[config.mk]
export PLATFORM = sky130hd
export DESIGN_NAME = format_spec_parser_flat
export DESIGN_NICKNAME = d
export VERILOG_FILES = /design/src/sv/fsp_pkg.sv /design/src/sv/fsp_stream_if.sv /design/src/sv/fsp_core.sv /design/src/sv/format_spec_parser.sv /design/src/flat_wrapper.sv
export VERILOG_INCLUDE_DIRS = /design/src /design/src/sv
export SDC_FILE = /design/constraint.sdc
export NUM_CORES = 1
export LEC_CHECK = 0
export BUFFER_PORTS_ARGS = -buffer_cell sky130_fd_sc_hd__clkbuf_2
export CAP_MARGIN = 20
export CORE_ASPECT_RATIO = 1.4
export CORE_MARGIN = 2
export CORE_UTILIZATION = 54
export CTS_CLUSTER_SIZE = 30
export DETAILED_ROUTE_END_ITERATION = 8
export GPL_TIMING_DRIVEN = 0
export PLACE_DENSITY_LB_ADDON = 0.05
export SYNTH_ARGS = -nofsm -noshare
export SYNTH_HDL_FRONTEND = slang
export SYNTH_SLANG_ARGS = --single-unit
export TNS_END_PERCENT = 30
[constraint.sdc]
create_clock -name clk -period 3.1 [get_ports clk]
set_input_delay 0 -clock clk [delete_from_list [all_inputs] [get_ports clk]]
set_output_delay 0 -clock clk [all_outputs]
set_load 0.01 [all_outputs]
[src/sv/format_spec_parser_assert.svh]
// ----------------------------------------------------------------------------
// Format spec parser assertion macros
// Shorthand for clocked concurrent checks with reset disable.
// ----------------------------------------------------------------------------
`ifndef FORMAT_SPEC_PARSER_ASSERT_SVH
`define FORMAT_SPEC_PARSER_ASSERT_SVH

// Same-cycle implication: ante |-> cons
`define FSP_ASSERT_NOW(label, clk, rst_n, ante, cons) \
    label: assert property (@(posedge clk) disable iff (!rst_n) (ante) |-> (cons)) \
        else $error("format_spec_parser: same-cycle check failed");

// Next-cycle implication: ante |=> cons
`define FSP_ASSERT_NEXT(label, clk, rst_n, ante, cons) \
    label: assert property (@(posedge clk) disable iff (!rst_n) (ante) |=> (cons)) \
        else $error("format_spec_parser: next-cycle check failed");

`endif

[src/sv/fsp_pkg.sv]
// ----------------------------------------------------------------------------
// Format spec parser package
// Shared character codes, modifier codes and the result record.
// ----------------------------------------------------------------------------
`timescale 1ns / 1ps

package fsp_pkg;

    localparam int NUMBER_BITS_DEFAULT = 16;
    localparam int NUM_OUT_W           = 16;
    localparam int CHAR_W              = 8;
    localparam int MOD_W               = 3;

    // Characters recognized by the parser
    localparam logic [CHAR_W-1:0] CHAR_PLUS  = 8'h2B;
    localparam logic [CHAR_W-1:0] CHAR_SPACE = 8'h20;
    localparam logic [CHAR_W-1:0] CHAR_MINUS = 8'h2D;
    localparam logic [CHAR_W-1:0] CHAR_ZERO  = 8'h30;
    localparam logic [CHAR_W-1:0] CHAR_NINE  = 8'h39;
    localparam logic [CHAR_W-1:0] CHAR_HASH  = 8'h23;
    localparam logic [CHAR_W-1:0] CHAR_DOT   = 8'h2E;
    localparam logic [CHAR_W-1:0] CHAR_LOW_H = 8'h68;
    localparam logic [CHAR_W-1:0] CHAR_LOW_L = 8'h6C;
    localparam logic [CHAR_W-1:0] CHAR_UP_L  = 8'h4C;

    // Flag bit positions
    localparam int FB_PLUS  = 0;
    localparam int FB_SPACE = 1;
    localparam int FB_MINUS = 2;
    localparam int FB_ZERO  = 3;
    localparam int FB_HASH  = 4;
    localparam int FLAG_W   = 5;

    // Length modifier codes
    localparam logic [MOD_W-1:0] MOD_NONE = 3'd0;
    localparam logic [MOD_W-1:0] MOD_H    = 3'd1;
    localparam logic [MOD_W-1:0] MOD_HH   = 3'd2;
    localparam logic [MOD_W-1:0] MOD_L    = 3'd3;
    localparam logic [MOD_W-1:0] MOD_LL   = 3'd4;
    localparam logic [MOD_W-1:0] MOD_BIGL = 3'd5;

    typedef struct packed {
        logic                 flag_plus;
        logic                 flag_space;
        logic                 flag_minus;
        logic                 flag_zero;
        logic                 flag_hash;
        logic [NUM_OUT_W-1:0] field_width;
        logic                 has_precision;
        logic [NUM_OUT_W-1:0] precision_value;
        logic [MOD_W-1:0]     length_modifier;
        logic [CHAR_W-1:0]    conversion;
    } spec_t;

    typedef struct packed {
        logic  emit;
        spec_t spec;
    } core_out_t;

endpackage

[src/sv/fsp_stream_if.sv]
// ----------------------------------------------------------------------------
// Format spec parser stream interfaces
// Valid/ready channels for input characters and parsed specifiers.
// ----------------------------------------------------------------------------
`timescale 1ns / 1ps

interface fsp_char_if;
    logic                        valid;
    logic                        ready;
    logic [fsp_pkg::CHAR_W-1:0]  character;

    modport source (output valid, output character, input ready);
    modport sink   (input valid, input character, output ready);
endinterface

interface fsp_spec_if;
    logic                           valid;
    logic                           ready;
    logic                           flag_plus;
    logic                           flag_space;
    logic                           flag_minus;
    logic                           flag_zero;
    logic                           flag_hash;
    logic [fsp_pkg::NUM_OUT_W-1:0]  field_width;
    logic                           has_precision;
    logic [fsp_pkg::NUM_OUT_W-1:0]  precision_value;
    logic [fsp_pkg::MOD_W-1:0]      length_modifier;
    logic [fsp_pkg::CHAR_W-1:0]     conversion;

    modport source (output valid, output flag_plus, output flag_space, output flag_minus,
                    output flag_zero, output flag_hash, output field_width,
                    output has_precision, output precision_value,
                    output length_modifier, output conversion, input ready);
    modport sink   (input valid, input flag_plus, input flag_space, input flag_minus,
                    input flag_zero, input flag_hash, input field_width,
                    input has_precision, input precision_value,
                    input length_modifier, input conversion, output ready);
endinterface

[src/sv/fsp_core.sv]
// ----------------------------------------------------------------------------
// Format spec parser core
// Parse state registers and the per-character next-state and result logic.
// ----------------------------------------------------------------------------
`timescale 1ns / 1ps

module fsp_core #(
    parameter int NUMBER_BITS = fsp_pkg::NUMBER_BITS_DEFAULT
) (
    input  logic                        clk,
    input  logic                        rst_n,
    input  logic                        step,
    input  logic [fsp_pkg::CHAR_W-1:0]  character,
    output fsp_pkg::core_out_t          core_out
);

    localparam int ACC_W = (NUMBER_BITS < fsp_pkg::NUM_OUT_W) ? NUMBER_BITS
                                                               : fsp_pkg::NUM_OUT_W;

    localparam logic [2:0] PH_FLAGS    = 3'd0;
    localparam logic [2:0] PH_WIDTH    = 3'd1;
    localparam logic [2:0] PH_DOT      = 3'd2;
    localparam logic [2:0] PH_PREC     = 3'd3;
    localparam logic [2:0] PH_MOD_H    = 3'd4;
    localparam logic [2:0] PH_MOD_L    = 3'd5;
    localparam logic [2:0] PH_MOD_DONE = 3'd6;

    logic [2:0]                   phase_reg, phase_next;
    logic [fsp_pkg::FLAG_W-1:0]   flags_reg, flags_next;
    logic [ACC_W-1:0]             width_reg, width_next;
    logic                         dot_reg, dot_next;
    logic [ACC_W-1:0]             prec_reg, prec_next;
    logic [fsp_pkg::MOD_W-1:0]    mod_reg, mod_next;

    logic                         is_digit;
    logic [3:0]                   digit;
    logic                         is_flag;
    logic [fsp_pkg::FLAG_W-1:0]   flag_mask;
    logic                         mod_or_conv;
    logic                         emit;
    logic [fsp_pkg::MOD_W-1:0]    conv_mod;

    // acc * 10 + d, held at all ones on overflow
    function automatic logic [ACC_W-1:0] add_digit(input logic [ACC_W-1:0] acc,
                                                   input logic [3:0] d);
        logic [ACC_W+3:0] ext;
        logic [ACC_W+3:0] sum;
        ext = {4'b0000, acc};
        sum = (ext << 3) + (ext << 1) + {{ACC_W{1'b0}}, d};
        if (sum[ACC_W+3:ACC_W] != 4'b0000)
            return {ACC_W{1'b1}};
        return sum[ACC_W-1:0];
    endfunction

    assign is_digit = (character >= fsp_pkg::CHAR_ZERO) && (character <= fsp_pkg::CHAR_NINE);
    assign digit    = 4'(character - fsp_pkg::CHAR_ZERO);

    always_comb
    begin
        flag_mask = '0;
        case (character)
            fsp_pkg::CHAR_PLUS:  flag_mask[fsp_pkg::FB_PLUS]  = 1'b1;
            fsp_pkg::CHAR_SPACE: flag_mask[fsp_pkg::FB_SPACE] = 1'b1;
            fsp_pkg::CHAR_MINUS: flag_mask[fsp_pkg::FB_MINUS] = 1'b1;
            fsp_pkg::CHAR_ZERO:  flag_mask[fsp_pkg::FB_ZERO]  = 1'b1;
            fsp_pkg::CHAR_HASH:  flag_mask[fsp_pkg::FB_HASH]  = 1'b1;
            default:             flag_mask = '0;
        endcase
    end

    assign is_flag = (flag_mask != '0);

    always_comb
    begin
        phase_next  = phase_reg;
        flags_next  = flags_reg;
        width_next  = width_reg;
        dot_next    = dot_reg;
        prec_next   = prec_reg;
        mod_next    = mod_reg;
        mod_or_conv = 1'b0;
        emit        = 1'b0;
        conv_mod    = mod_reg;

        unique case (phase_reg) inside
            PH_FLAGS, PH_WIDTH:
            begin
                if (phase_reg == PH_FLAGS && is_flag)
                    flags_next = flags_reg | flag_mask;
                else if (is_digit)
                begin
                    width_next = add_digit(width_reg, digit);
                    phase_next = PH_WIDTH;
                end
                else if (character == fsp_pkg::CHAR_DOT)
                begin
                    dot_next   = 1'b1;
                    prec_next  = ACC_W'(1);
                    phase_next = PH_DOT;
                end
                else
                    mod_or_conv = 1'b1;
            end
            PH_DOT:
            begin
                if (is_digit)
                begin
                    prec_next  = ACC_W'(digit);
                    phase_next = PH_PREC;
                end
                else
                    mod_or_conv = 1'b1;
            end
            PH_PREC:
            begin
                if (is_digit)
                    prec_next = add_digit(prec_reg, digit);
                else
                    mod_or_conv = 1'b1;
            end
            PH_MOD_H:
            begin
                if (character == fsp_pkg::CHAR_LOW_H)
                begin
                    mod_next   = fsp_pkg::MOD_HH;
                    phase_next = PH_MOD_DONE;
                end
                else
                begin
                    conv_mod = fsp_pkg::MOD_H;
                    emit     = 1'b1;
                end
            end
            PH_MOD_L:
            begin
                if (character == fsp_pkg::CHAR_LOW_L)
                begin
                    mod_next   = fsp_pkg::MOD_LL;
                    phase_next = PH_MOD_DONE;
                end
                else
                begin
                    conv_mod = fsp_pkg::MOD_L;
                    emit     = 1'b1;
                end
            end
            default:
                emit = 1'b1;
        endcase

        if (mod_or_conv)
        begin
            if (character == fsp_pkg::CHAR_LOW_H)
                phase_next = PH_MOD_H;
            else if (character == fsp_pkg::CHAR_LOW_L)
                phase_next = PH_MOD_L;
            else if (character == fsp_pkg::CHAR_UP_L)
            begin
                mod_next   = fsp_pkg::MOD_BIGL;
                phase_next = PH_MOD_DONE;
            end
            else
                emit = 1'b1;
        end

        // Conversion byte ends the specifier: return to the start state
        if (emit)
        begin
            phase_next = PH_FLAGS;
            flags_next = '0;
            width_next = '0;
            dot_next   = 1'b0;
            prec_next  = '0;
            mod_next   = fsp_pkg::MOD_NONE;
        end
    end

    always_comb
    begin
        core_out.emit                 = emit;
        core_out.spec.flag_plus       = flags_reg[fsp_pkg::FB_PLUS];
        core_out.spec.flag_space      = flags_reg[fsp_pkg::FB_SPACE]
                                        & ~flags_reg[fsp_pkg::FB_PLUS];
        core_out.spec.flag_minus      = flags_reg[fsp_pkg::FB_MINUS];
        core_out.spec.flag_zero       = flags_reg[fsp_pkg::FB_ZERO]
                                        & ~flags_reg[fsp_pkg::FB_MINUS];
        core_out.spec.flag_hash       = flags_reg[fsp_pkg::FB_HASH];
        core_out.spec.field_width     = fsp_pkg::NUM_OUT_W'(width_reg);
        core_out.spec.has_precision   = dot_reg;
        core_out.spec.precision_value = dot_reg ? fsp_pkg::NUM_OUT_W'(prec_reg) : '0;
        core_out.spec.length_modifier = conv_mod;
        core_out.spec.conversion      = character;
    end

    always_ff @(posedge clk or negedge rst_n)
    begin
        if (!rst_n)
        begin
            phase_reg <= PH_FLAGS;
            flags_reg <= '0;
            width_reg <= '0;
            dot_reg   <= 1'b0;
            prec_reg  <= '0;
            mod_reg   <= fsp_pkg::MOD_NONE;
        end
        else if (step)
        begin
            phase_reg <= phase_next;
            flags_reg <= flags_next;
            width_reg <= width_next;
            dot_reg   <= dot_next;
            prec_reg  <= prec_next;
            mod_reg   <= mod_next;
        end
    end

endmodule

[src/sv/format_spec_parser.sv]
// ----------------------------------------------------------------------------
// Format spec parser
// Streaming parser for a printf-style conversion specifier.
// ----------------------------------------------------------------------------
// Feed the bytes that follow a percent sign on char_stream, one byte per beat.
// Flags (+ space - 0 #) come first, then width digits, then an optional dot
// with precision digits, then an optional length modifier (h hh l ll L); the
// next byte is the conversion byte and closes the specifier. Any byte that is
// not legal where it stands is taken as the conversion byte. One spec_stream
// beat carries the flags (plus wins over space, minus wins over zero), width,
// precision (1 for a bare dot, 0 with no dot), modifier code and conversion
// byte; the parser then starts over. Width and precision saturate at
// 2^NUMBER_BITS - 1, capped at 65535. Throughput is one byte per clock: a
// byte sits in the input register while the phase logic and the
// multiply-by-ten-plus-digit update run, and a completed specifier appears on
// spec_stream the cycle after its conversion byte is processed. Bytes stall
// only when a specifier is ready to leave while the output register still
// holds one that the sink has not taken.
// ----------------------------------------------------------------------------
`timescale 1ns / 1ps
`include "format_spec_parser_assert.svh"

module format_spec_parser #(
    parameter int NUMBER_BITS = fsp_pkg::NUMBER_BITS_DEFAULT
) (
    input  logic            clk,
    input  logic            rst_n,
    fsp_char_if.sink        char_stream,
    fsp_spec_if.source      spec_stream
);

    // Input register
    logic                        s1_valid_reg;
    logic [fsp_pkg::CHAR_W-1:0]  s1_char_reg;

    // Result register
    logic                        out_valid_reg;
    fsp_pkg::spec_t              out_spec_reg;

    fsp_pkg::core_out_t          core_out;
    logic                        out_free;
    logic                        s1_go;
    logic                        char_take;

    fsp_core #(
        .NUMBER_BITS (NUMBER_BITS)
    ) u_core (
        .clk       (clk),
        .rst_n     (rst_n),
        .step      (s1_go),
        .character (s1_char_reg),
        .core_out  (core_out)
    );

    // Result slot is free when empty or being drained this cycle
    assign out_free  = !out_valid_reg || spec_stream.ready;

    // Advance the held byte unless it closes a spec and the slot is busy
    assign s1_go     = s1_valid_reg && (!core_out.emit || out_free);

    assign char_stream.ready = !s1_valid_reg || s1_go;
    assign char_take         = char_stream.valid && char_stream.ready;

    always_ff @(posedge clk or negedge rst_n)
    begin
        if (!rst_n)
        begin
            s1_valid_reg  <= 1'b0;
            out_valid_reg <= 1'b0;
        end
        else
        begin
            if (char_take)
                s1_valid_reg <= 1'b1;
            else if (s1_go)
                s1_valid_reg <= 1'b0;

            if (s1_go && core_out.emit)
                out_valid_reg <= 1'b1;
            else if (spec_stream.ready)
                out_valid_reg <= 1'b0;
        end
    end

    // Payload registers: load on beat, no reset
    always_ff @(posedge clk)
    begin
        if (char_take)
            s1_char_reg <= char_stream.character;
        if (s1_go && core_out.emit)
            out_spec_reg <= core_out.spec;
    end

    assign spec_stream.valid           = out_valid_reg;
    assign spec_stream.flag_plus       = out_spec_reg.flag_plus;
    assign spec_stream.flag_space      = out_spec_reg.flag_space;
    assign spec_stream.flag_minus      = out_spec_reg.flag_minus;
    assign spec_stream.flag_zero       = out_spec_reg.flag_zero;
    assign spec_stream.flag_hash       = out_spec_reg.flag_hash;
    assign spec_stream.field_width     = out_spec_reg.field_width;
    assign spec_stream.has_precision   = out_spec_reg.has_precision;
    assign spec_stream.precision_value = out_spec_reg.precision_value;
    assign spec_stream.length_modifier = out_spec_reg.length_modifier;
    assign spec_stream.conversion      = out_spec_reg.conversion;

    // A closing byte that advances always lands in the result register
    `FSP_ASSERT_NEXT(a_emit_loads_out, clk, rst_n, s1_go && core_out.emit, out_valid_reg)

    // Never overwrite a result the sink has not taken
    `FSP_ASSERT_NOW(a_no_overwrite, clk, rst_n, out_valid_reg && !spec_stream.ready, !(s1_go && core_out.emit))

    // Flag precedence holds on every delivered spec
    `FSP_ASSERT_NOW(a_flag_precedence, clk, rst_n, out_valid_reg, !(out_spec_reg.flag_plus && out_spec_reg.flag_space) && !(out_spec_reg.flag_minus && out_spec_reg.flag_zero))

    // No dot means precision reads zero
    `FSP_ASSERT_NOW(a_prec_without_dot, clk, rst_n, out_valid_reg && !out_spec_reg.has_precision, out_spec_reg.precision_value == '0)

endmodule

[src/flat_wrapper.sv]
// flat-port wrapper written by rule: the top's interface ports become plain ports
module format_spec_parser_flat 
#(
    parameter int NUMBER_BITS = fsp_pkg::NUMBER_BITS_DEFAULT
)
  (clk, rst_n, char_stream_valid, char_stream_character, char_stream_ready, spec_stream_valid, spec_stream_flag_plus, spec_stream_flag_space, spec_stream_flag_minus, spec_stream_flag_zero, spec_stream_flag_hash, spec_stream_field_width, spec_stream_has_precision, spec_stream_precision_value, spec_stream_length_modifier, spec_stream_conversion, spec_stream_ready);
  fsp_char_if char_stream_i ();
  fsp_spec_if spec_stream_i ();
  input  logic clk;
  input  logic rst_n;
  input wire logic [$bits(char_stream_i.valid)-1:0] char_stream_valid;
  input wire logic [$bits(char_stream_i.character)-1:0] char_stream_character;
  output wire logic [$bits(char_stream_i.ready)-1:0] char_stream_ready;
  output wire logic [$bits(spec_stream_i.valid)-1:0] spec_stream_valid;
  output wire logic [$bits(spec_stream_i.flag_plus)-1:0] spec_stream_flag_plus;
  output wire logic [$bits(spec_stream_i.flag_space)-1:0] spec_stream_flag_space;
  output wire logic [$bits(spec_stream_i.flag_minus)-1:0] spec_stream_flag_minus;
  output wire logic [$bits(spec_stream_i.flag_zero)-1:0] spec_stream_flag_zero;
  output wire logic [$bits(spec_stream_i.flag_hash)-1:0] spec_stream_flag_hash;
  output wire logic [$bits(spec_stream_i.field_width)-1:0] spec_stream_field_width;
  output wire logic [$bits(spec_stream_i.has_precision)-1:0] spec_stream_has_precision;
  output wire logic [$bits(spec_stream_i.precision_value)-1:0] spec_stream_precision_value;
  output wire logic [$bits(spec_stream_i.length_modifier)-1:0] spec_stream_length_modifier;
  output wire logic [$bits(spec_stream_i.conversion)-1:0] spec_stream_conversion;
  input wire logic [$bits(spec_stream_i.ready)-1:0] spec_stream_ready;
  assign char_stream_i.valid = char_stream_valid;
  assign char_stream_i.character = char_stream_character;
  assign char_stream_ready = char_stream_i.ready;
  assign spec_stream_valid = spec_stream_i.valid;
  assign spec_stream_flag_plus = spec_stream_i.flag_plus;
  assign spec_stream_flag_space = spec_stream_i.flag_space;
  assign spec_stream_flag_minus = spec_stream_i.flag_minus;
  assign spec_stream_flag_zero = spec_stream_i.flag_zero;
  assign spec_stream_flag_hash = spec_stream_i.flag_hash;
  assign spec_stream_field_width = spec_stream_i.field_width;
  assign spec_stream_has_precision = spec_stream_i.has_precision;
  assign spec_stream_precision_value = spec_stream_i.precision_value;
  assign spec_stream_length_modifier = spec_stream_i.length_modifier;
  assign spec_stream_conversion = spec_stream_i.conversion;
  assign spec_stream_i.ready = spec_stream_ready;
  format_spec_parser #(.NUMBER_BITS(NUMBER_BITS)) u_core (.clk(clk), .rst_n(rst_n), .char_stream(char_stream_i), .spec_stream(spec_stream_i));
endmodule
## Word-level counts from Yosys, hierarchy flattened

Index checks and enable logic that the tools add are counted.
Widths: inputs -> output; s select.

| cells by class | value |
|---|---|
| shift-type cells | 0 |
| eq/ne operators | 21 |
| order comparisons | 2 |
| bitwise gates (word level) | 5 |
| add/subtract/negate cells | 5 |
| mux-type cells | 74 |
| div/mod/pow operators | 0 |
| $mul | 0 |
| reductions and logical operators | 29 |

Operators by type and width:

| cell | number |
|---|---|
| $mux 16 | 14 |
| $mux 3 | 20 |
| $eq 8x6->1 const B | 6 |
| $pmux 16 s3 | 1 |
| $add 19x17->20 | 2 |
| $add 20x4->20 | 2 |
| $mux 1 | 31 |
| $eq 8x7->1 const B | 3 |
| $mux 5 | 3 |
| $ne 3x3->1 const B | 5 |
| $pmux 3 s2 | 2 |
| $pmux 3 s4 | 1 |
| $reduce_bool 2->1 | 6 |
| $reduce_bool 4->1 | 3 |
| $ge 8x6->1 const B | 1 |
| $le 8x6->1 const B | 1 |
| $reduce_and 7->1 | 1 |
| $eq 3x2->1 const B | 2 |
| $eq 3x3->1 const B | 2 |
| $logic_and 1x1->1 | 5 |
| $or 5x5->5 | 1 |
| $reduce_and 5->1 | 1 |
| $reduce_bool 5->1 | 1 |
| $reduce_and 4->1 | 1 |
| 14 further kinds | 21 |

| word-level totals | value |
|---|---|
| output and inout port bits | 51 |
| word-level logic and storage cells | 155 |
| ROM bits | 0 |
| memories | 0 |
| latch bits | 0 |
| flip-flop bits (word level) | 103 |
| RAM bits | 0 |
| input bits | 12 |

## Depth between registers and ports, before layout

| logic depth | value |
|---|---|
| depth in word-level cells | 13 |
| gate-level depth with buffers | 14 |
| mapped depth without buffers | 12 |

## By module

A second synthesis with hierarchy kept.

| second synthesis, totals | value |
|---|---|
| cells, all modules | 573 |
| area total of the unflattened synthesis | 6193.4 um^2 |

By module, submodules not included:

| module | instances | area an instance (um^2) | seq. area each (um^2) | cells an instance |
|---|---|---|---|---|
| fsp_core | 1 | 4364.2 | 1101.1 | 506 |
| format_spec_parser | 1 | 1829.3 | 1761.7 | 67 |

## Worst setup path after synthesis

OpenSTA, ideal clock, no wires.

| path | value |
|---|---|
| path type | reg-to-reg |
| from | register u_core.s1_char_reg[3] (netlist name) |
| to | register u_core.u_core.prec_reg[2] |
| cell stages (with the launch flop) | 12 |
| buffers on the path | 0 |
| path slack | -0.334 ns |
| arrival time | 3.312 ns |
| period minus slack after synthesis | 3.434 ns |
| setup time | 0.122 ns |
| data required time | 2.978 ns |
| cell sequence | edfxtp_1 > fa_1 > inv_1 > fa_1 > nand2b_1 > a21oi_2 > o22ai_2 > o32ai_1 > mux2i_1 > o2111ai_2 > or3b_1 > a32o_1 |

| on the way | value |
|---|---|
| word-level cells in the longest chain between the ends | 11 |
| elaborated cells on any way between the ends | 51 |
| those cells by class | add/sub (2); order compare (2); eq/ne (14); mux (24); reduce/logical (9) |

Ends and longest elaborated chain:

| element | RTL line | source |
|---|---|---|
| start, declared | format_spec_parser.sv:34 | `logic [fsp_pkg::CHAR_W-1:0] s1_char_reg;` |
| start signal, assigned | format_spec_parser.sv:89 | `s1_char_reg <= char_stream.character;` |
| parallel branches: the longest is 11 deep, another holds $add 20x4->20 | -- |  |
| end signal, assigned | fsp_core.sv:212 | `prec_reg <= prec_next;` |
| end, declared | fsp_core.sv:32 | `logic [ACC_W-1:0] prec_reg, prec_next;` |

Parallel ways; which one is timed is not known. The select of a mux whose other input is x is not followed.
A chain may end at the register's enable or synchronous reset.

## Worst setup path after layout

| path | value |
|---|---|
| from | register u_core.s1_char_reg[2] (netlist name) |
| to | register u_core.u_core.prec_reg[2] |

Same word-level chain as after synthesis.

==> run summary <==
synth unique cells - 68
Max-slew headroom - 64.0%
Worst-Skew Late Latency - 0.35 ns
Hold Crit Class - input pin to asynchronous set/reset pin
Pre-antenna DRT Iters - 4
Post-Syn Area - 6020 sq um
Final Util - 68.2%
Longest Clk Path Bufs - 2
grt ovf - 0
Final min period - 3.32 ns
number of synthesized flops with an enable pin - 57
IO Port Bufs - 62
critical setup path kind - flop to flop
Total Routing Usage GR - 23.7%
combinational share of power - 26.9%
max-slew violations - 0
ys async rst share - 44.7%
Fill cells - 808
Syn. warnings - 0
Worst setup EP type - flop
Worst-path clk slew - 0.07 ns
largest fanout on the critical path - 4
Sink Count - 103
vias in the first global route - 4,653
via count - 4,753
Peak supply drop - 0.343 mV
Max-Cap Viols - 0
leakage - 3.34 nW
endpoints failing setup - 28
switching fraction of total power - 32.8%
Die ar. - 12,000 sq um
Die Span Y - 129 microns
Yosys top cell area share - 28.4%
pin count of the biggest net entering global routing - 53
Routed Antenna Nets - 0
Max Fclk - 0.302 GHz
sw power - 1.34 mW
top post-synthesis cells by area - edfxtp_1 (28%), dfrtp_1 (19%), ha_1 (13%), a21oi_1 (4.6%), nor2_1 (2.7%)
CTS Root Cell - clkbuf_16
RSZ-0062 raised after global routing - true
initial DRC count - 213
R2R cell count - 12
gpl congestion - 0.912
via density per instance - 5.88
M1 GR Usage - 29.0%
Power Density - 553 nW/um^2
initial antenna violation count - 0
DP Area - 6590 sq um
Seq cells post-synth - 103
met2 track demand over resource - 41.9%
Horiz. Die Dim - 93.3 microns
Fin. Hold Viols - 0
cell taking the most area after synthesis - edfxtp_1
slew at the pin with the worst max-slew slack - 0.540 ns
clock skew - 0.00964 ns
io pins - 63
failing checks - setup timing
status - finished, violations left
CTS tree - done
share of cells above drive strength 1 - 27.7%
top-count cell post-synth - ha_1
first-pass GRT wire length - 22,400 microns
setup ws final - -0.216 ns
Hold Slack - 0.158 ns
CTS Buf Count - 9
Commonest cells post-synth - ha_1 (62), edfxtp_1 (57), a21oi_1 (55), dfrtp_1 (46), nor2_1 (44)
register area share after synthesis - 47.5%
Reg power frac - 44.7%
Arrival @ worst endpoint - 3.55 ns
part of the cycle the worst path needs - 107%
synth-to-layout area growth - 23.0%
# rows - 45
number of antenna diodes - 0
Avg Inst Size Synth - 10.9 sq um
Int Pwr - 2.75 mW
Final Cell Area - 7410 sq um
busiest grt layer - met2
Most used DFF post-synth - edfxtp_1
Routed WL per cell - 17.3 microns
Final nets - 740
clock group share of total power - 28.4%
core area - 10,900 sq um
grt met3 use - 3.40%
Initial Util - 55.4%
HPWL after DPL - 9620 microns
synthesized instance count - 555
drt drc - 0
Final Total Pwr - 4.10 mW
placed cells - 759
WL final - 14,000 microns
Req. time, crit path - 3.34 ns
H-tree Lvls - 3
post-route insts no fill - 808
critical path launch point type - flop
syn nets - 633
timing repair:
action,in CTS,in global routing
buffers inserted,15,6
pin swaps,16,13
hold endpoints to repair,27,0
setup endpoints to repair,83,40
hold buffers,11,0
resized for setup,44,19
gates cloned,1,0
layout by cell type (no fill, tap or decap), drive strengths merged, types with 7 or more instances in the layout:
cell / count
clkbuf: 80
ha: 62
edfxtp: 57
a21oi: 57
dfrtp: 46
nor2: 46
buf: 36
o21ai: 28
nand2: 27
inv: 25
and2: 19
nor3: 15
o2bb2ai: 14
xnor2: 13
nand3: 12
dlygate4sd3: 11
nand2b: 10
xor2: 9
and3: 8
o211ai: 7
final cells by class:
type	instances	area [sq um]	area share [%]
clock buffer	9	225	3.04
buffer	22	131	1.77
clock inverter	7	80.1	1.08
timing repair buffer	96	613	8.28
sequential	103	2870	38.7
tap	141	176	2.38
multi-input combinational	407	3210	43.4
inverter	23	105	1.42
per-stage QoR:
stage	setup slack, ns	setup TNS (ns)
after floorplan	-0.0331	-0.0331
after global placement	-0.590	-25.13
after detailed placement	-0.747	-30.49
after CTS	-0.225	-3.56
after global routing	-0.331	-6.68
final	-0.216	-3.06
cell families (layout without fill, tap and decap cells):
kind of cell / count (synthesis) / count (layout) / synth area share [%]
xor+xnor: 22 / 22 / 3.20
buf+inv: 45 / 157 / 3.22
simple gates: 166 / 166 / 14.5
fa+ha+maj: 66 / 66 / 14.2
mux: 3 / 3 / 0.519
compound gates: 150 / 150 / 16.9
flops: 103 / 103 / 47.5
power groups by stage:
stage	logic (mW)	clock network [mW]	registers (mW)
finish	1.10	1.16	1.83
global route	1.21	1.24	1.85
CTS	1.08	1.19	1.83
detailed placement	0.982	0	1.87
global placement	0.958	0	1.86
floorplan	0.551	0	1.93
path summary, 6_finish.rpt:
check / start / endpoint / slack [ns]
max: u_core.s1_char_reg[2] / u_core.u_core.prec_reg[2] / -0.22
min: rst_n / u_core.u_core.mod_reg[0] / 0.16
max reg2reg: u_core.s1_char_reg[2] / u_core.u_core.prec_reg[2] / -0.22
min reg2reg: u_core.u_core.flags_reg[4] / u_core.spec_stream.flag_hash / 0.46
max in group asynchronous: rst_n / u_core.u_core.prec_reg[0] / 2.38
min in group clk: char_stream_character[5] / u_core.s1_char_reg[5] / 0.37
routing by layer:
metal | up-vias | part of all wire (%) | routed length (microns)
li1 | 2270 | - | -
met1 | 2370 | 41 | 5760
met2 | 92 | 54 | 7510
met3 | 21 | 2.5 | 351
met4 | 0 | 2.5 | 344
met5 | - | 0 | 0
worst max-delay path, cell delays in order, from the launching register on:
cell and delay, ns:
edfxtp_1 0.43, ha_1 0.36, ha_4 0.16, inv_1 0.06, fa_2 0.38, nand2b_4 0.17, a21oi_4 0.16, o22ai_4 0.11
o32ai_2 0.33, mux2i_2 0.29, o2111ai_4 0.15, or3b_1 0.40, a32o_1 0.22
Note: power is estimated with default switching activity, not from simulation.
